### src/hw/rtl/pot_pkg.sv
// Shared types, constants and arithmetic helpers of the oriented triangle core.
`timescale 1ns / 1ps
`default_nettype none
package pot_pkg;

    localparam int FRAC_BITS  = 16;
    localparam int UNIT_SHIFT = 30;
    localparam int UP_SHIFT   = UNIT_SHIFT - FRAC_BITS;

    // Squared length floor for a degenerate normal or camera vector, in LSB^2
    localparam longint unsigned DEG2 =
        ((64'd1 << (2 * FRAC_BITS)) + 64'd999999999999) / 64'd1000000000000;
    localparam logic [23:0] DEG2_LIM  = 24'(DEG2);
    localparam logic [23:0] UDEG2_LIM = 24'd1152922;
    // Magnitudes at or above 2^bits already square past the limit
    localparam int DEG_BITS  = 9;
    localparam int UDEG_BITS = 11;

    localparam longint RAD_MIN_RAW = ((longint'(1) << FRAC_BITS) + 5000) / 10000;
    localparam logic [31:0] RAD_MIN = (RAD_MIN_RAW > 0) ? 32'(RAD_MIN_RAW) : 32'd1;

    localparam logic [32:0]        Z_LIMIT  = 33'd966367641;
    localparam logic signed [63:0] SIN120   = 64'sd929887697;
    localparam logic signed [63:0] W_LIMIT  = 64'sd2147483648;
    localparam logic [63:0]        HALF_MAG = 64'd1 << (UNIT_SHIFT - 1);

    localparam int Q_DEPTH = 4;
    localparam int Q_AW    = $clog2(Q_DEPTH);

    typedef enum logic [1:0] {
        CFG_ORIENT_MODE = 2'd0,
        CFG_CAM_X       = 2'd1,
        CFG_CAM_Y       = 2'd2,
        CFG_CAM_Z       = 2'd3
    } t_cfg_idx;

    typedef struct packed {
        logic [2:0][31:0] p;
        logic [31:0]      rad;
        logic             fb;
    } t_side;

    typedef struct packed {
        t_side            side;
        logic [2:0][32:0] vec;
        logic             byp;
    } t_task;

    typedef struct packed {
        t_side            side;
        logic [2:0][31:0] d;
    } t_mid;

    function automatic logic [32:0] ext33(input logic [31:0] x);
        return {x[31], x};
    endfunction

    function automatic logic [32:0] neg33(input logic [31:0] x);
        logic [32:0] e;
        e = {x[31], x};
        return 33'(-e);
    endfunction

    function automatic logic [32:0] mag33(input logic [31:0] x);
        logic [32:0] e;
        e = {x[31], x};
        return x[31] ? 33'(-e) : e;
    endfunction

    function automatic logic [5:0] msb33(input logic [32:0] x);
        logic [5:0] r;
        r = '0;
        for (int k = 0; k < 33; k++) begin
            if (x[k]) r = 6'(k);
        end
        return r;
    endfunction

    // Exact short-vector test: every magnitude below 2^bits and squared length below lim
    function automatic logic is_short(input logic [2:0][32:0] v, input int bits,
                                      input logic [23:0] lim);
        logic        ok;
        logic [32:0] m;
        logic [10:0] lo;
        logic [23:0] s;
        ok = 1'b1;
        s  = '0;
        for (int k = 0; k < 3; k++) begin
            m = v[k][32] ? 33'(-v[k]) : v[k];
            if (m >= (33'd1 << bits)) ok = 1'b0;
            lo = m[10:0];
            s  = s + 24'(lo) * 24'(lo);
        end
        return ok && (s < lim);
    endfunction

    // Drop 30 fraction bits, round half away from zero
    function automatic logic signed [63:0] rs30(input logic signed [63:0] x);
        logic [63:0] m;
        m = x[63] ? 64'(-x) : 64'(x);
        m = (m + HALF_MAG) >> UNIT_SHIFT;
        return x[63] ? -$signed(m) : $signed(m);
    endfunction

    function automatic logic [31:0] sat32(input logic signed [63:0] x);
        if (x > 64'sd2147483647) return 32'h7FFF_FFFF;
        if (x < -64'sd2147483648) return 32'h8000_0000;
        return x[31:0];
    endfunction

    function automatic logic [32:0] clampw(input logic signed [63:0] x);
        if (x > W_LIMIT) return W_LIMIT[32:0];
        if (x < -W_LIMIT) return 33'(-W_LIMIT);
        return x[32:0];
    endfunction

endpackage
`default_nettype wire

### src/hw/rtl/pot_front.sv
// Front end: configuration registers, request capture and direction source selection.
`timescale 1ns / 1ps
`default_nettype none
module pot_front (
    input  wire logic          i_clk,
    input  wire logic          i_rst_n,
    input  wire logic          i_cfg_we,
    input  wire logic [1:0]    i_cfg_index,
    input  wire logic [31:0]   i_cfg_data,
    input  wire logic          i_valid,
    output logic               o_stall,
    input  wire logic [2:0][31:0] i_point,
    input  wire logic [31:0]   i_radius,
    input  wire logic [2:0][31:0] i_normal,
    input  wire logic          i_full,
    output logic               o_push,
    output pot_pkg::t_task     o_task
);
    import pot_pkg::*;

    logic             r_mode;
    logic [2:0][31:0] r_cam;
    logic             r_valid;
    logic [2:0][31:0] r_p;
    logic [31:0]      r_rad;
    logic [2:0][31:0] r_nrm;
    logic [2:0][32:0] r_diff;

    logic [2:0][32:0] nrm33;
    logic [2:0][32:0] up_diff;
    logic             use_nrm;
    logic             diff_short;

    always_ff @(posedge i_clk) begin
        if (!i_rst_n) begin
            r_mode <= 1'b0;
            r_cam  <= '0;
        end else if (i_cfg_we) begin
            unique case (t_cfg_idx'(i_cfg_index))
                CFG_ORIENT_MODE: r_mode   <= i_cfg_data[0];
                CFG_CAM_X:       r_cam[0] <= i_cfg_data;
                CFG_CAM_Y:       r_cam[1] <= i_cfg_data;
                CFG_CAM_Z:       r_cam[2] <= i_cfg_data;
            endcase
        end
    end

    assign o_stall = r_valid && i_full;
    assign o_push  = r_valid && !i_full;

    always_ff @(posedge i_clk) begin
        if (!i_rst_n) begin
            r_valid <= 1'b0;
        end else if (!o_stall) begin
            r_valid <= i_valid;
        end
    end

    always_ff @(posedge i_clk) begin
        if (!o_stall && i_valid) begin
            r_p   <= i_point;
            r_nrm <= i_normal;
            r_rad <= ($signed(i_radius) < $signed(RAD_MIN)) ? RAD_MIN : i_radius;
            for (int i = 0; i < 3; i++) r_diff[i] <= ext33(r_cam[i]) - ext33(i_point[i]);
        end
    end

    always_comb begin
        for (int i = 0; i < 3; i++) begin
            nrm33[i]   = ext33(r_nrm[i]);
            up_diff[i] = r_diff[i] << UP_SHIFT;
        end
        use_nrm    = !r_mode && !is_short(nrm33, DEG_BITS, DEG2_LIM);
        diff_short = is_short(r_diff, DEG_BITS, DEG2_LIM);
        o_task.side.p   = r_p;
        o_task.side.rad = r_rad;
        o_task.side.fb  = !use_nrm;
        o_task.byp      = !use_nrm && diff_short;
        // A point sitting on the camera keeps its raw offset, moved to unit scale
        if (use_nrm) o_task.vec = nrm33;
        else if (diff_short) o_task.vec = up_diff;
        else o_task.vec = r_diff;
    end

endmodule
`default_nettype wire

### config.mk
export PLATFORM = sky130hd
export DESIGN_NAME = pot_front
export DESIGN_NICKNAME = d
export VERILOG_FILES = /design/src/hw/rtl/pot_pkg.sv /design/src/hw/rtl/pot_front.sv
export SDC_FILE = /design/constraint.sdc
export NUM_CORES = 2
export LEC_CHECK = 0
export ABC_AREA = 1
export BUFFER_PORTS_ARGS = -buffer_cell sky130_fd_sc_hd__buf_4
export CORE_MARGIN = 2
export CORE_UTILIZATION = 55
export DETAILED_ROUTE_END_ITERATION = 16
export MAX_ROUTING_LAYER = met4
export PLACE_DENSITY = 0.79
export SLEW_MARGIN = 10
export SYNTH_ARGS = -nofsm -noshare
export SYNTH_HDL_FRONTEND = slang
export SYNTH_SLANG_ARGS = --single-unit
### constraint.sdc
create_clock -name i_clk -period 21.9 [get_ports i_clk]
set_clock_uncertainty 0.05 [all_clocks]
set_input_delay 4.38 -clock i_clk [delete_from_list [all_inputs] [get_ports i_clk]]
set_output_delay 4.38 -clock i_clk [all_outputs]
set_load 0.02 [all_outputs]
==> flow_metrics.py <==
metrics = {
    "run_status": {
        "outcome": "complete, but fails checks",
        "violations": "slew limit",
    },
    "clock_tree": {
        "cts.hold.buffers_added": 0,
        "path_clk_slew_ns": 0.06,
        "cts_resized": 0,
        "cts_tree": "done",
        "post_cts_buffers": 0,
        "h-tree-depth": 2,
        "clock-sinks": 421,
        "cts-root-buf": "clkbuf_16",
        "clk_path_buf_depth": 3,
        "insertion_delay_ns": 0.66,
        "cts-buffers-inserted": 49,
    },
    "global_route": {
        "antenna_found_initial": 12,
        "overflow": 0,
        "grt_pass1_vias": 42974,
        "grt_max_degree": 182,
        "grt_pass1_wl_mm": 244,
        "grtUsageTotal": 0.367,
    },
    "critical_path": {
        "crit_path_end_kind": "output port",
        "crit_required_ns": 17.47,
        "cpMostUsedCell": "inv_1",
        "worstPathArrival_ns": 12.27,
        "cp_slowest_cell": "buf_4",
        "cp-start-kind": "register",
        "worst-path-max-fanout": 85,
        "critPathMaxStageDelay_ns": 0.81,
        "path_class": "reg -> out",
    },
    "synth": {
        "synth-seq-cells": 421,
        "synth_fa_ha_area_frac": 0.320,
        "async_flop_share": 0,
        "synth.area.top_cells": "fa_1 23%, edfxtp_1 20%, inv_1 11%",
        "synth_top_area_frac": 0.229,
        "synth_top_family_by_area": "adder cells",
        "yosys.area_share.simple": 0.229,
        "synth_area_leader_cell": "fa_1",
        "syn_inst": 6175,
        "muxShareOfSynthArea": 0,
        "yosysMostFrequentCell": "inv_1",
        "synth.distinct_cells": 49,
        "yosys.area_share.xor_xnor": 0.0272,
        "yosysWarnings": 0,
        "syn_avg_cell_area_sq_um": 7.77,
        "synth_compound_area_frac": 0.0609,
        "synth-main-ff-cell": "edfxtp_1",
        "syn_area_sq_um": 48000,
        "synth_nets": 7336,
        "synth_common_cells": "1349 x inv_1, 1190 x nand2_1, 837 x nor2_1, 549 x fa_1, 465 x nand3_1",
        "synth_edf_count": 323,
        "ys_seq_area_frac": 0.243,
    },
    "cells_and_area": {
        "synthToLayoutAreaGrowth_pct": 13.7,
        "fillerInstances": 7615,
        "finish.net_count": 7788,
        "drive_above_1_share": 0.0979,
    },
    "sta": {
        "fmax_ghz": 0.0599,
        "worst_pin_slew_ns": 1.58,
        "max-slew-margin-rel": -0.0529,
        "setup_tns_ns": 0,
        "finalSetupViolations": 0,
        "finalMaxSlewViolations": 39,
        "hold_viol_final": 0,
        "layout_min_cycle_time_ns": 16.70,
        "fin_crit_sh": 0.763,
        "rsz0062_at_grt": "false",
    },
    "detailed_routing": {
        "vias": 43340,
        "drcViolationCount": 0,
        "finalWirelength_mm": 159,
        "dr.pass1.iters": 7,
        "post_drt_wl_per_cell_microns": 20.3,
        "drt_iter0_markers": 4199,
        "antenna_left": 0,
        "viasPerCell": 5.53,
    },
    "job": {
        "max-cap-violations": 0,
    },
    "floorplan": {
        "initial_core_util": 0.554,
        "rows": 108,
        "core_sq_um": 86600,
        "num_io_pins": 494,
        "dieArea_sq_um": 89600,
        "fp.dieH_microns": 299,
        "fp.dieW_microns": 299,
    },
    "worst_hold_path": {
        "hold_path.class": "reg -> reg",
    },
    "place": {
        "hpwlAfterDp_mm": 133,
        "port_buffers": 493,
        "globalplace.congestion": 1.02,
    },
}
worst max-delay path, delay by kind of cell (launching register included):
family                   cells  cell delay (ns)
AO/OA/AOI/OAI                1             0.36
XOR/XNOR                     1             0.75
adder cells (fa/ha/maj)     10             4.73
buffers and inverters       11             2.31
flip-flops                   1             0.51
AND/OR/NAND/NOR             18             2.83
logic make-up after synthesis:
group                    count (synthesis)
AO/OA/AOI/OAI                          551
flip-flops                             421
adder cells (fa/ha/maj)                898
other                                    1
buffers and inverters                 1498
AND/OR/NAND/NOR                       2657
XOR/XNOR                               149
final timing paths:
check,to,slack (ns),cells after the start,startpoint
setup / recovery,o_task[91],5.20,41,nrm33[33]
hold / removal,r_cam[84],0.40,2,r_cam[84]
setup reg to reg,r_diff[88],18.55,13,r_cam[64]
hold reg to reg,r_cam[84],0.40,2,r_cam[84]
cells in the final DEF (no fill, tap or decap), types with 36 or more instances in the layout:
| cell type | count |
|---|---|
| xor2_1 | 94 |
| buf_4 | 512 |
| nand4_1 | 50 |
| inv_1 | 1348 |
| nor3_1 | 36 |
| edfxtp_1 | 323 |
| nand3_1 | 464 |
| a21oi_1 | 210 |
| dfxtp_1 | 98 |
| clkbuf_16 | 50 |
| nor2_1 | 835 |
| fa_1 | 549 |
| nand2_1 | 1190 |
| o21ai_0 | 259 |
| xnor2_1 | 55 |
| ha_1 | 349 |
routing by layer:
layer	vias to the layer above	wire (microns)	track usage
met1	20648	63000	0.464
met2	2203	73100	0.577
li1	20073	-	-
met5	-	0	-
met3	416	16100	0.0831
met4	0	7120	0.139
registers in the layout (all words and copies together) (netlist names):
register	cells
r_mode	1
nrm33	96
r_cam	96
r_diff	99
r_valid	1
o_task	96
r_rad	32
through the flow:
step                      cells  hold WS (ns)  utilization  setup slack [ns]  area [sq um]
after floorplan            6175         0.377            -              2.89         48000
after global placement     7731         0.386        0.610              6.15         52800
after detailed placement   7731         0.392        0.610              6.08         52800
after CTS                  7823         0.401        0.629              5.34         54500
after global routing       7835         0.414        0.630              4.47         54600
final                      7836         0.398        0.630              5.20         54600
cell type report:
class	count	area (sq um)	area share
timing repair buffer	513	3860	0.0708
sequential	421	11700	0.214
tap	1155	1450	0.0265
multi-input combinational	4256	30600	0.562
antenna	13	32.5	0.000596
inverter	1386	5200	0.0954
clock inverter	29	348	0.00638
clock buffer	63	1370	0.0251
Power is left out: the tool's default activity adds up to more than one toggle a clock period on the data nets, which glitch-free logic cannot reach.
