[src/hw/rtl/pot_pkg.sv]
// Shared types, constants and arithmetic helpers of the oriented triangle core.
`timescale 1ns / 1ps
`default_nettype none
package pot_pkg;

    localparam int FRAC_BITS  = 16;
    localparam int UNIT_SHIFT = 30;
    localparam int UP_SHIFT   = UNIT_SHIFT - FRAC_BITS;

    // Squared length floor for a degenerate normal or camera vector, in LSB^2
    localparam longint unsigned DEG2 =
        ((64'd1 << (2 * FRAC_BITS)) + 64'd999999999999) / 64'd1000000000000;
    localparam logic [23:0] DEG2_LIM  = 24'(DEG2);
    localparam logic [23:0] UDEG2_LIM = 24'd1152922;
    // Magnitudes at or above 2^bits already square past the limit
    localparam int DEG_BITS  = 9;
    localparam int UDEG_BITS = 11;

    localparam longint RAD_MIN_RAW = ((longint'(1) << FRAC_BITS) + 5000) / 10000;
    localparam logic [31:0] RAD_MIN = (RAD_MIN_RAW > 0) ? 32'(RAD_MIN_RAW) : 32'd1;

    localparam logic [32:0]        Z_LIMIT  = 33'd966367641;
    localparam logic signed [63:0] SIN120   = 64'sd929887697;
    localparam logic signed [63:0] W_LIMIT  = 64'sd2147483648;
    localparam logic [63:0]        HALF_MAG = 64'd1 << (UNIT_SHIFT - 1);

    localparam int Q_DEPTH = 4;
    localparam int Q_AW    = $clog2(Q_DEPTH);

    typedef enum logic [1:0] {
        CFG_ORIENT_MODE = 2'd0,
        CFG_CAM_X       = 2'd1,
        CFG_CAM_Y       = 2'd2,
        CFG_CAM_Z       = 2'd3
    } t_cfg_idx;

    typedef struct packed {
        logic [2:0][31:0] p;
        logic [31:0]      rad;
        logic             fb;
    } t_side;

    typedef struct packed {
        t_side            side;
        logic [2:0][32:0] vec;
        logic             byp;
    } t_task;

    typedef struct packed {
        t_side            side;
        logic [2:0][31:0] d;
    } t_mid;

    function automatic logic [32:0] ext33(input logic [31:0] x);
        return {x[31], x};
    endfunction

    function automatic logic [32:0] neg33(input logic [31:0] x);
        logic [32:0] e;
        e = {x[31], x};
        return 33'(-e);
    endfunction

    function automatic logic [32:0] mag33(input logic [31:0] x);
        logic [32:0] e;
        e = {x[31], x};
        return x[31] ? 33'(-e) : e;
    endfunction

    function automatic logic [5:0] msb33(input logic [32:0] x);
        logic [5:0] r;
        r = '0;
        for (int k = 0; k < 33; k++) begin
            if (x[k]) r = 6'(k);
        end
        return r;
    endfunction

    // Exact short-vector test: every magnitude below 2^bits and squared length below lim
    function automatic logic is_short(input logic [2:0][32:0] v, input int bits,
                                      input logic [23:0] lim);
        logic        ok;
        logic [32:0] m;
        logic [10:0] lo;
        logic [23:0] s;
        ok = 1'b1;
        s  = '0;
        for (int k = 0; k < 3; k++) begin
            m = v[k][32] ? 33'(-v[k]) : v[k];
            if (m >= (33'd1 << bits)) ok = 1'b0;
            lo = m[10:0];
            s  = s + 24'(lo) * 24'(lo);
        end
        return ok && (s < lim);
    endfunction

    // Drop 30 fraction bits, round half away from zero
    function automatic logic signed [63:0] rs30(input logic signed [63:0] x);
        logic [63:0] m;
        m = x[63] ? 64'(-x) : 64'(x);
        m = (m + HALF_MAG) >> UNIT_SHIFT;
        return x[63] ? -$signed(m) : $signed(m);
    endfunction

    function automatic logic [31:0] sat32(input logic signed [63:0] x);
        if (x > 64'sd2147483647) return 32'h7FFF_FFFF;
        if (x < -64'sd2147483648) return 32'h8000_0000;
        return x[31:0];
    endfunction

    function automatic logic [32:0] clampw(input logic signed [63:0] x);
        if (x > W_LIMIT) return W_LIMIT[32:0];
        if (x < -W_LIMIT) return 33'(-W_LIMIT);
        return x[32:0];
    endfunction

endpackage
`default_nettype wire

[src/hw/rtl/pot_queue.sv]
// Short request queue between the front end and the arithmetic back end.
`timescale 1ns / 1ps
`default_nettype none
module pot_queue (
    input  wire logic           i_clk,
    input  wire logic           i_rst_n,
    input  wire logic           i_push,
    input  wire pot_pkg::t_task i_data,
    output logic                o_full,
    output logic                o_valid,
    output pot_pkg::t_task      o_data,
    input  wire logic           i_pop
);
    import pot_pkg::*;

    t_task           r_mem [Q_DEPTH];
    logic [Q_AW-1:0] r_wr;
    logic [Q_AW-1:0] r_rd;
    logic [Q_AW:0]   r_cnt;

    always_ff @(posedge i_clk) begin
        if (!i_rst_n) begin
            r_wr  <= '0;
            r_rd  <= '0;
            r_cnt <= '0;
        end else begin
            if (i_push) r_wr <= r_wr + 1'b1;
            if (i_pop) r_rd <= r_rd + 1'b1;
            if (i_push && !i_pop) r_cnt <= r_cnt + 1'b1;
            else if (i_pop && !i_push) r_cnt <= r_cnt - 1'b1;
        end
    end

    always_ff @(posedge i_clk) begin
        if (i_push) r_mem[r_wr] <= i_data;
    end

    assign o_full  = (r_cnt == (Q_AW+1)'(Q_DEPTH));
    assign o_valid = (r_cnt != '0);
    assign o_data  = r_mem[r_rd];

endmodule
`default_nettype wire

[config.mk]
export PLATFORM = sky130hd
export DESIGN_NAME = pot_queue
export DESIGN_NICKNAME = d
export VERILOG_FILES = /design/src/hw/rtl/pot_pkg.sv /design/src/hw/rtl/pot_queue.sv
export SDC_FILE = /design/constraint.sdc
export NUM_CORES = 1
export LEC_CHECK = 0
export BUFFER_PORTS_ARGS = -buffer_cell sky130_fd_sc_hd__buf_2
export CAP_MARGIN = 10
export CORE_MARGIN = 2
export CORE_UTILIZATION = 30
export CTS_CLUSTER_SIZE = 16
export DETAILED_ROUTE_END_ITERATION = 8
export MAX_ROUTING_LAYER = met4
export PLACE_DENSITY_LB_ADDON = 0.15
export SLEW_MARGIN = 20
export SYNTH_ARGS = -nofsm -noshare
export SYNTH_HDL_FRONTEND = slang
export SYNTH_SLANG_ARGS = --single-unit
[constraint.sdc]
create_clock -name i_clk -period 6.6 [get_ports i_clk]
set_input_delay 0.33 -clock i_clk [delete_from_list [all_inputs] [get_ports i_clk]]
set_output_delay 0.33 -clock i_clk [all_outputs]
set_load 0.03 [all_outputs]
==> results of run 1 <==
## critical path, delay by kind of cell (launching register included)
family / cells / cell delay [ns]
flip-flops: 1 / 0.89
buffers and inverters: 2 / 0.79
multiplexers: 1 / 0.63
## report_power, final
| part | internal, µW | leakage, µW | switching [µW] |
|---|---|---|---|
| logic | 629 | 0.00428 | 1060 |
| clock network | 3250 | 0.00158 | 2230 |
| registers | 6760 | 0.00849 | 78.7 |
## routing by layer
layer	up-vias	GRT usage, %	part of all wire, %
met3	127	3.48	5.6
met2	371	22.9	52
li1	6945	-	-
met4	0	4.19	2.5
met5	-	-	0
met1	8286	15.6	40
## per-stage QoR
step | area, µm² | utilization (%) | std cells | hold slack, ns
6_report | 43100 | 38.8 | 3573 | 0.0813
3_5_place_dp | 37500 | 33.8 | 3154 | 0.509
3_3_place_gp | 37500 | 33.8 | 3154 | 0.485
5_1_grt | 43100 | 38.8 | 3573 | 0.0593
4_1_cts | 43100 | 38.8 | 3567 | 0.0130
2_1_floorplan | 33700 | - | 1239 | 0.429
## worst min-delay path by stage
stage | from | to | slack, ns | depth (start not counted)
final | i_pop | flip-flop | 0.08 | 3
after global placement | r_cnt[2] | r_cnt[2] | 0.48 | 2
after global routing | i_pop | flip-flop | 0.06 | 3
after detailed placement | r_cnt[2] | r_cnt[2] | 0.51 | 2
after floorplan | i_data[0] | r_mem[0][0] | 0.43 | 0
after CTS | i_pop | flip-flop | 0.01 | 3
## Yosys cell counts
master | n | share of area, %
a21boi_0 | 1 | 0.022
and2_1 | 9 | 0.17
buf_12 | 22 | 1.3
buf_2 | 22 | 0.33
buf_4 | 1 | 0.022
buf_6 | 2 | 0.067
buf_8 | 1 | 0.045
clkbuf_1 | 3 | 0.033
dfxtp_1 | 9 | 0.53
edfxtp_1 | 916 | 82
fa_1 | 1 | 0.059
ha_1 | 5 | 0.19
inv_1 | 4 | 0.045
mux2i_1 | 2 | 0.059
mux4_2 | 229 | 15
nand2_1 | 1 | 0.011
nor2b_1 | 2 | 0.037
nor3b_1 | 1 | 0.022
o21ai_0 | 1 | 0.015
or3_1 | 2 | 0.037
xnor2_1 | 2 | 0.052
xor2_1 | 3 | 0.078
## repair_timing
item | CTS | global route
hold buffers | 230 | 0
setup buffers | 0 | 0
endpoints found under the hold margin | 925 | 0
## cells by family after synthesis
kind of cell | synth area share (%)
compound gates | 0.0371
xor+xnor | 0.130
fa+ha+maj | 0.245
buf+inv | 1.84
flops | 82.1
mux | 15.4
simple gates | 0.275
## area by class of cell
class	instances	share of cell area, %
Tap cell	1488	4.32
Antenna cell	6	0.0348
Multi-Input combinational cell	259	12.6
Timing Repair Buffer	708	11.2
Clock inverter	54	1.35
Inverter	4	0.0348
Sequential cell	925	64.2
Clock buffer	129	6.20
## cells in the final DEF, fill, tap and decap left out, drive strengths merged, types with 3 or more instances in the layout
master / n
mux4: 229
bufinv: 10
dfxtp: 9
ha: 5
and2: 9
diode: 6
xor2: 3
clkinv: 39
edfxtp: 916
clkbuf: 129
clkinvlp: 3
buf: 478
inv: 6
dlygate4sd3: 230
## registers in the layout, summed over array words and instances (netlist names), named ones only
name   cells
r_cnt      3
r_mem    916
r_rd       2
r_wr       2
==> run summary, run 1 <==
IO buf count -> 463
Root Buffer -> clkbuf_16
final period utilization -> 52.7%
first-pass GRT wire length -> 113 mm
Multi-input gate area -> 5420 µm²
Worst R2R Setup Slack -> 4.00 ns
R2R depth -> 3
Max-Cap Viols -> 0
Register Area -> 27700 µm²
routed vias/inst -> 4.40
Die Area -> 115000 µm²
Max Slew Vio Count -> 0
reg2reg end -> r_mem[1][87]
final setup margin -> 3.12 ns
sequential share of the synthesized area -> 82.1%
Critical-path top delay cell -> dfxtp_4
Power Total -> 14000 µW
Skew-Pair Late Insertion Delay -> 0.68 ns
Final Skew -> 0.0267 ns
Worst-path clk slew -> 0.05 ns
Max Root-Sink Buffers -> 3
Initial Utilization -> 30.3%
Detailed Route WL -> 75.4 mm
crit end category -> output port
num ports -> 464
worst slew pin tran -> 1.04 ns
cts bufs inserted -> 100
P&R area growth vs syn -> 27.8%
share of cells above drive strength 1 -> 40.9%
DRT Pass-1 Iters -> 5
CTS tree -> yes
GPL Wtd Cong -> 0.700
Die H -> 339 µm
Synth Instances -> 1239
via count -> 15700
Peak Freq -> 288 MHz
CP Max Fanout -> 80
vias in the first global route -> 17900
leakage power -> 0.0144 µW
RSZ-0062 raised after global routing -> false
GRT Total Usage -> 13.5%
setup violators final -> 0
Filler Cell Count -> 10100
syn nets -> 1478
H-tree Lvls -> 3
Mapped Area -> 33700 µm²
wire per inst -> 21.1 µm
Avg Inst Size Synth -> 27.2 µm²
r2r startpoint -> r_wr[0]
Die W -> 339 µm
# nets final -> 2237
Yosys cell types -> 22
Data required, critical path -> 6.27 ns
PostCTS Resize Cnt -> 0
largest net degree at the start of global routing -> 128
Detailed Route Iter0 Violations -> 850
Yosys Warn Count -> 0
pwr dens -> 325 nW/µm²
Sink Count -> 925
Row Count -> 122
DRC Markers -> 0
Yosys reg bits -> 925
Place WS -> 3.62 ns
grt total ovfl -> 0
Rel. slew slack -> 30.7%
crit path to -> o_data[212]
WS Path Type -> reg2out
core footprint -> 111000 µm²
crit-path cells -> buf_12, mux4_2, buf_2
Hold Path Class -> in2reg
final hold violation count -> 0
Post-DP HPWL -> 43.2 mm
Critical Path AT -> 3.15 ns
Final ANT Viol Nets -> 0
CP peak stage delay -> 0.89 ns
Worst VDD drop -> 0.335 mV
initial antenna violation count -> 6
CP startpoint kind -> flip-flop
outcome -> completed
fin crit period -> 3.48 ns
final setup TNS -> 0 ns
Power figures use the tool's default switching activity.
==> run 2: changes to the inputs <==
==> constraint.sdc (replaced) <==
create_clock -name i_clk -period 3.4 [get_ports i_clk]
set_input_delay 0.17 -clock i_clk [delete_from_list [all_inputs] [get_ports i_clk]]
set_output_delay 0.17 -clock i_clk [all_outputs]
set_load 0.03 [all_outputs]
==> run 2 against run 1 <==
Compared with the run above: clock-buffer cell count unchanged; combinational power up 100%; hold slack better by 0.16 ns; die area is the same; sequential cell count unchanged; core utilization up 0.46 points; first-iteration DRC count up 0.94%; register-to-register slack worse by 2.6 ns; sequential share of layout area fell by 0.76 points; wire length grew 2.6%; non-clock buffer count increased by 41.
==> run summary, run 2 (synthesized netlist as in run 1, its figures left out) <==
outcome -> completed
GRT Total Usage -> 13.9% (+0.40 points)
wire per inst -> 21.4 µm (+1.2%)
Flop pwr share -> 48.7% (about the same)
P&R area growth vs syn -> 29.4%
initial antenna violation count -> 11 (+5)
H-tree Lvls -> 3 (unchanged)
IO buf count -> 463 (unchanged)
Row Count -> 122 (unchanged)
first-pass GRT wire length -> 115 mm (+2.6%)
R2R depth -> 4 (+1)
# nets final -> 2279 (+1.9%)
Sink Count -> 925 (unchanged)
leakage power -> 0.0146 µW (+1.8%)
P_int -> 20600 µW (+94%)
Filler Cell Count -> 10200 (+0.37%)
largest net degree at the start of global routing -> 82 (-36%)
cts bufs inserted -> 101 (+1.0%)
DRC Markers -> 0 (unchanged)
Max-Cap Viols -> 0 (unchanged)
combinational share of power -> 12.6% (+0.6 points)
fin crit period -> 2.80 ns
setup violators final -> 0 (unchanged)
via count -> 16000 (+1.7%)
Max Root-Sink Buffers -> 3 (unchanged)
most frequent cells in the layout -> 916 x edfxtp_1, 463 x buf_2, 233 x dlygate4sd3_1
r2r startpoint -> r_wr[0]
Worst VDD drop -> 0.422 mV (+26%)
Final Skew -> 0.0159 ns (-0.0108 ns)
final hold violation count -> 0 (unchanged)
vias in the first global route -> 17700 (-0.87%)
RSZ-0062 raised after global routing -> false
Data required, critical path -> 3.23 ns (-3.04 ns)
Biggest register -> r_mem
Largest regs -> r_mem x916, r_cnt x3
final period utilization -> 82.4%
commonest non-fill, non-tap cell in the layout -> edfxtp_1
num ports -> 464 (unchanged)
Hold Path Class -> in2reg
CP startpoint kind -> flip-flop
reg2reg end -> r_mem[0][53]
Die H -> 339 µm (unchanged)
Post-DP HPWL -> 47.2 mm (+9.3%)
Peak Freq -> 357 MHz
DRT Pass-1 Iters -> 4 (-1)
grt total ovfl -> 0 (unchanged)
CP Max Fanout -> 32 (-60%)
post-route cell area -> 43600 µm² (+1.2%)
switching pwr -> 6570 µW (+95%)
Critical Path AT -> 2.63 ns (-0.52 ns)
WS Path Type -> reg2out
Switching Share -> 24.2% (+0.17 points)
Skew-Pair Late Insertion Delay -> 0.68 ns (about the same)
PostCTS Resize Cnt -> 0 (unchanged)
crit end category -> output port
Max Slew Vio Count -> 0 (unchanged)
Final ANT Viol Nets -> 0 (unchanged)
Detailed Route Iter0 Violations -> 858 (+0.94%)
Detailed Route WL -> 77.4 mm (+2.6%)
pwr dens -> 623 nW/µm² (+92%)
Worst R2R Setup Slack -> 1.36 ns (-2.64 ns)
clock power share -> 38.7% (-0.4 points)
Worst-path clk slew -> 0.06 ns (about the same)
worst slew pin tran -> 0.863 ns (-0.177 ns)
placed cell area -> 38100 µm² (+1.4%)
Initial Utilization -> 30.3% (unchanged)
Largest register FFs -> 916 (unchanged)
routed vias/inst -> 4.41 (+0.23%)
share of cells above drive strength 1 -> 41.9% (+0.92 points)
Die Area -> 115000 µm² (unchanged)
CTS tree -> yes
final setup TNS -> 0 ns (unchanged)
GPL Wtd Cong -> 0.711 (+1.6%)
crit path to -> o_data[120]
Rel. slew slack -> 42.4% (+12 points)
Die W -> 339 µm (unchanged)
Root Buffer -> clkbuf_16
core footprint -> 111000 µm² (unchanged)
-- run 2: cell count changes in the layout (fill, tap and decap cells not counted), moves of 2 or more --
cell,before,now
buf_12,9,29
buf_4,6,24
bufinv_16,10,8
clkbuf_16,102,104
clkbuf_8,2,0
clkinv_1,20,24
clkinv_2,16,19
clkinv_4,0,2
clkinvlp_4,3,1
diode_2,6,12
dlygate4sd3_1,230,233
inv_16,2,0
inv_6,0,3
-- run 2: final cells by class --
| type | instances | area, µm² | share of cell area (%) |
|---|---|---|---|
| sequential | 925 | 27700 | 63.5 |
| multi-input combinational | 259 | 5420 | 12.4 |
| clock inverter | 58 | 493 | 1.13 |
| clock buffer | 129 | 2700 | 6.18 |
| antenna | 12 | 30.0 | 0.0688 |
| inverter | 4 | 15.0 | 0.0344 |
| tap | 1488 | 1860 | 4.27 |
| timing repair buffer | 749 | 5410 | 12.4 |
-- run 2: worst min path at each step --
stage                     to         from  cells past startpoint  slack [ns]
2_1_floorplan    r_mem[0][0]    i_data[0]                      0        0.27
3_3_place_gp    r_mem[1][19]   i_data[19]                      1        0.38
3_5_place_dp   r_mem[0][219]  i_data[219]                      1        0.39
4_1_cts        r_mem[3][225]  i_data[225]                      2        0.17
5_1_grt        r_mem[2][219]  i_data[219]                      2        0.20
6_report       r_mem[2][187]  i_data[187]                      2        0.24
-- run 2: what timing repair did --
item | in CTS | in global routing
setup buffers | 0 | 0
hold buffers | 233 | 0
endpoints found under the hold margin | 925 | 0
-- run 2: per-stage QoR --
| stage | total power [µW] | hold slack, ns | worst slack, ns | cells | util [%] |
|---|---|---|---|---|---|
| final | 27200 | 0.243 | 0.598 | 3624 | 39.3 |
| after global routing | 28300 | 0.199 | 0.395 | 3623 | 39.2 |
| after CTS | 27700 | 0.165 | 0.471 | 3612 | 39.2 |
| after detailed placement | 16800 | 0.388 | 1.23 | 3192 | 34.3 |
| after global placement | 16700 | 0.379 | 1.25 | 3192 | 34.3 |
| after floorplan | 15600 | 0.269 | 0.812 | 1239 | - |
-- run 2: power groups by stage --
stage / Combinational (µW) / Clock (µW) / Sequential, µW
floorplan: 2170 / 0 / 13400
CTS: 3540 / 10900 / 13200
detailed placement: 3290 / 0 / 13500
global placement: 3270 / 0 / 13400
global route: 3660 / 11400 / 13300
finish: 3430 / 10500 / 13200
-- run 2: per-layer routing --
| metal | part of all wire, % | GRT usage, % | wire length (µm) |
|---|---|---|---|
| met2 | 49 | 22.4 | 38200 |
| met3 | 6.3 | 4.35 | 4910 |
| met4 | 2.4 | 3.83 | 1860 |
| met5 | 0 | - | 0 |
| met1 | 42 | 16.8 | 32400 |
-- run 2: critical path, stage by stage (launching register included) --
cell	delay, ns
dfxtp_4	0.51
buf_12	0.29
buf_12	0.26
mux4_2	0.57
buf_2	0.20
==> run 3: changes to the inputs <==
==> constraint.sdc (replaced) <==
create_clock -name i_clk -period 2.9 [get_ports i_clk]
set_input_delay 0.145 -clock i_clk [delete_from_list [all_inputs] [get_ports i_clk]]
set_output_delay 0.145 -clock i_clk [all_outputs]
set_load 0.03 [all_outputs]
==> run 3 against run 2 <==
Compared with the run above: global-route usage grew 0.16 points; design area up 0.21%; die area unchanged; total power is 19% higher.
==> run summary, run 3 (synthesized netlist as in run 1, its figures left out) <==
core footprint -> 111000 µm² (unchanged)
Max Root-Sink Buffers -> 3 (unchanged)
setup violators final -> 0 (unchanged)
Multi-input gate area -> 5420 µm² (unchanged)
CP Max Fanout -> 23 (-28%)
Detailed Route Iter0 Violations -> 700 (-18%)
GRT Total Usage -> 14.0% (+0.16 points)
CTS tree -> yes
Peak Freq -> 376 MHz
clock power share -> 39.4% (+0.7 points)
crit end category -> output port
leakage power -> 0.0147 µW (+0.33%)
cts bufs inserted -> 103 (+2.0%)
final setup TNS -> 0 ns (unchanged)
Max Slew Vio Count -> 0 (unchanged)
hold path cells -> 2 (unchanged)
RSZ-0062 raised after global routing -> false
Die H -> 339 µm (unchanged)
pwr dens -> 737 nW/µm² (+18%)
Critical Path AT -> 2.51 ns (-0.12 ns)
GRT met2 Usage -> 23.4% (+0.93 points)
Data required, critical path -> 2.76 ns (-0.47 ns)
grt total ovfl -> 0 (unchanged)
Largest register FFs -> 916 (unchanged)
Die W -> 339 µm (unchanged)
Flop pwr share -> 48.2% (-0.5 points)
Hold EP -> r_mem[3][75]
GPL Wtd Cong -> 0.709 (-0.18%)
grt met1 use -> 16.4% (-0.39 points)
share of cells above drive strength 1 -> 42.1% (+0.29 points)
IO buf count -> 463 (unchanged)
Post-DP HPWL -> 47.6 mm (+0.78%)
DRC Markers -> 0 (unchanged)
min-delay src -> i_data[75]
r2r startpoint -> r_wr[0]
final hold violation count -> 0 (unchanged)
wire per inst -> 21.6 µm (+1.0%)
outcome -> completed
Worst R2R Setup Slack -> 0.92 ns (-0.44 ns)
via count -> 15900 (-0.31%)
combinational share of power -> 12.4% (-0.2 points)
met3 Resource Use GR -> 4.37% (+0.022 points)
WS Path Type -> reg2out
final period utilization -> 91.6%
R2R depth -> 4 (unchanged)
Sink Count -> 925 (unchanged)
most frequent cells in the layout -> 916 x edfxtp_1, 463 x buf_2, 232 x dlygate4sd3_1
largest net degree at the start of global routing -> 91 (+11%)
Worst-path clk slew -> 0.07 ns (about the same)
Final Skew -> 0.0195 ns (+0.00360 ns)
DRT Pass-1 Iters -> 5 (+1)
Die Area -> 115000 µm² (unchanged)
reg2reg end -> r_mem[2][123]
Top Usage Layer GRT -> met2
Rel. slew slack -> 49.5% (+7.1 points)
Detailed Route WL -> 78.4 mm (+1.3%)
vias in the first global route -> 17800 (+0.73%)
Biggest register -> r_mem
P_int -> 24400 µW (+19%)
H-tree Lvls -> 3 (unchanged)
Skew-Pair Late Insertion Delay -> 0.66 ns (-0.02 ns)
Worst VDD drop -> 0.513 mV (+22%)
CP startpoint kind -> flip-flop
Final ANT Viol Nets -> 0 (unchanged)
Post-CTS Setup Bufs -> 0 (unchanged)
Row Count -> 122 (unchanged)
Largest regs -> r_mem x916, r_cnt x3
switching pwr -> 7760 µW (+18%)
P&R area growth vs syn -> 29.6%
Register Area -> 27700 µm² (unchanged)
commonest non-fill, non-tap cell in the layout -> edfxtp_1
Initial Utilization -> 30.3% (unchanged)
num ports -> 464 (unchanged)
fin crit period -> 2.66 ns
WHS -> 0.219 ns (-0.0245 ns)
Filler Cell Count -> 10100 (-0.46%)
worst slew pin tran -> 0.758 ns (-0.106 ns)
initial antenna violation count -> 12 (+1)
# nets final -> 2286 (+0.31%)
Root Buffer -> clkbuf_16
Switching Share -> 24.1% (-0.088 points)
Hold Path Class -> in2reg
routed vias/inst -> 4.39 (-0.61%)
Max-Cap Viols -> 0 (unchanged)
first-pass GRT wire length -> 116 mm (+0.84%)
==> run 3: changes by cell type in the layout (fill, tap and decap cells not counted), sizes merged <==
cell and delta:
clkinv -7, dlygate4sd3 -1, bufinv +2, diode +2
clkbuf +6, clkinvlp +3, buf +6
==> run 3: through the flow <==
step / utilization, % / instance area (µm²) / cells / setup slack, ns / total power [µW]
final: 39.3 / 43700 / 3635 / 0.243 / 32200
after global routing: 39.3 / 43700 / 3633 / 0.0718 / 33400
after CTS: 39.3 / 43700 / 3621 / 0.0806 / 32800
after detailed placement: 34.2 / 38100 / 3198 / 0.806 / 19700
after global placement: 34.2 / 38100 / 3198 / 0.828 / 19600
after floorplan: - / 33700 / 1239 / 0.312 / 18300
==> run 3: area by class of cell <==
type / instances / area share, %
Multi-Input combinational cell: 259 / 12.4
Antenna cell: 14 / 0.0801
Sequential cell: 925 / 63.4
Inverter: 4 / 0.0343
Clock inverter: 56 / 1.27
Tap cell: 1488 / 4.26
Clock buffer: 135 / 6.29
Timing Repair Buffer: 754 / 12.3
==> run 3: metal layers <==
layer | wire length (µm) | up-vias | share of wire, %
met5 | 0 | - | 0
met4 | 1890 | 0 | 2.4
met3 | 4980 | 120 | 6.3
met2 | 39700 | 371 | 51
met1 | 31900 | 8387 | 41
li1 | - | 7062 | -
==> run 3: worst max-delay path by stage <==
stage,start,endpoint,slack (ns),cells after the start
finish,flip-flop,o_data[214],0.24,3
global placement,flip-flop,o_data[214],0.83,3
detailed placement,r_wr[0],r_mem[2][48],0.81,4
global route,flip-flop,o_data[110],0.07,3
CTS,flip-flop,o_data[214],0.08,3
floorplan,r_wr[0],r_mem[2][0],0.31,3
==> run 3: power by group through the flow <==
| stage | Combinational (µW) | Clock [µW] | Sequential (µW) |
|---|---|---|---|
| CTS | 4120 | 13200 | 15500 |
| floorplan | 2540 | 0 | 15800 |
| detailed placement | 3830 | 0 | 15800 |
| global placement | 3820 | 0 | 15800 |
| finish | 3990 | 12700 | 15500 |
| global route | 4270 | 13600 | 15600 |
==> run 3: repair_timing <==
action / in CTS / in global routing
hold endpoints to repair: 925 / 0
resized for setup: 0 / 0
hold buffers: 232 / 0
==> run 3: critical path: stages, from the launching register on <==
cell,delay [ns]
dfxtp_4,0.77
buf_4,0.46
mux4_2,0.39
buf_2,0.20
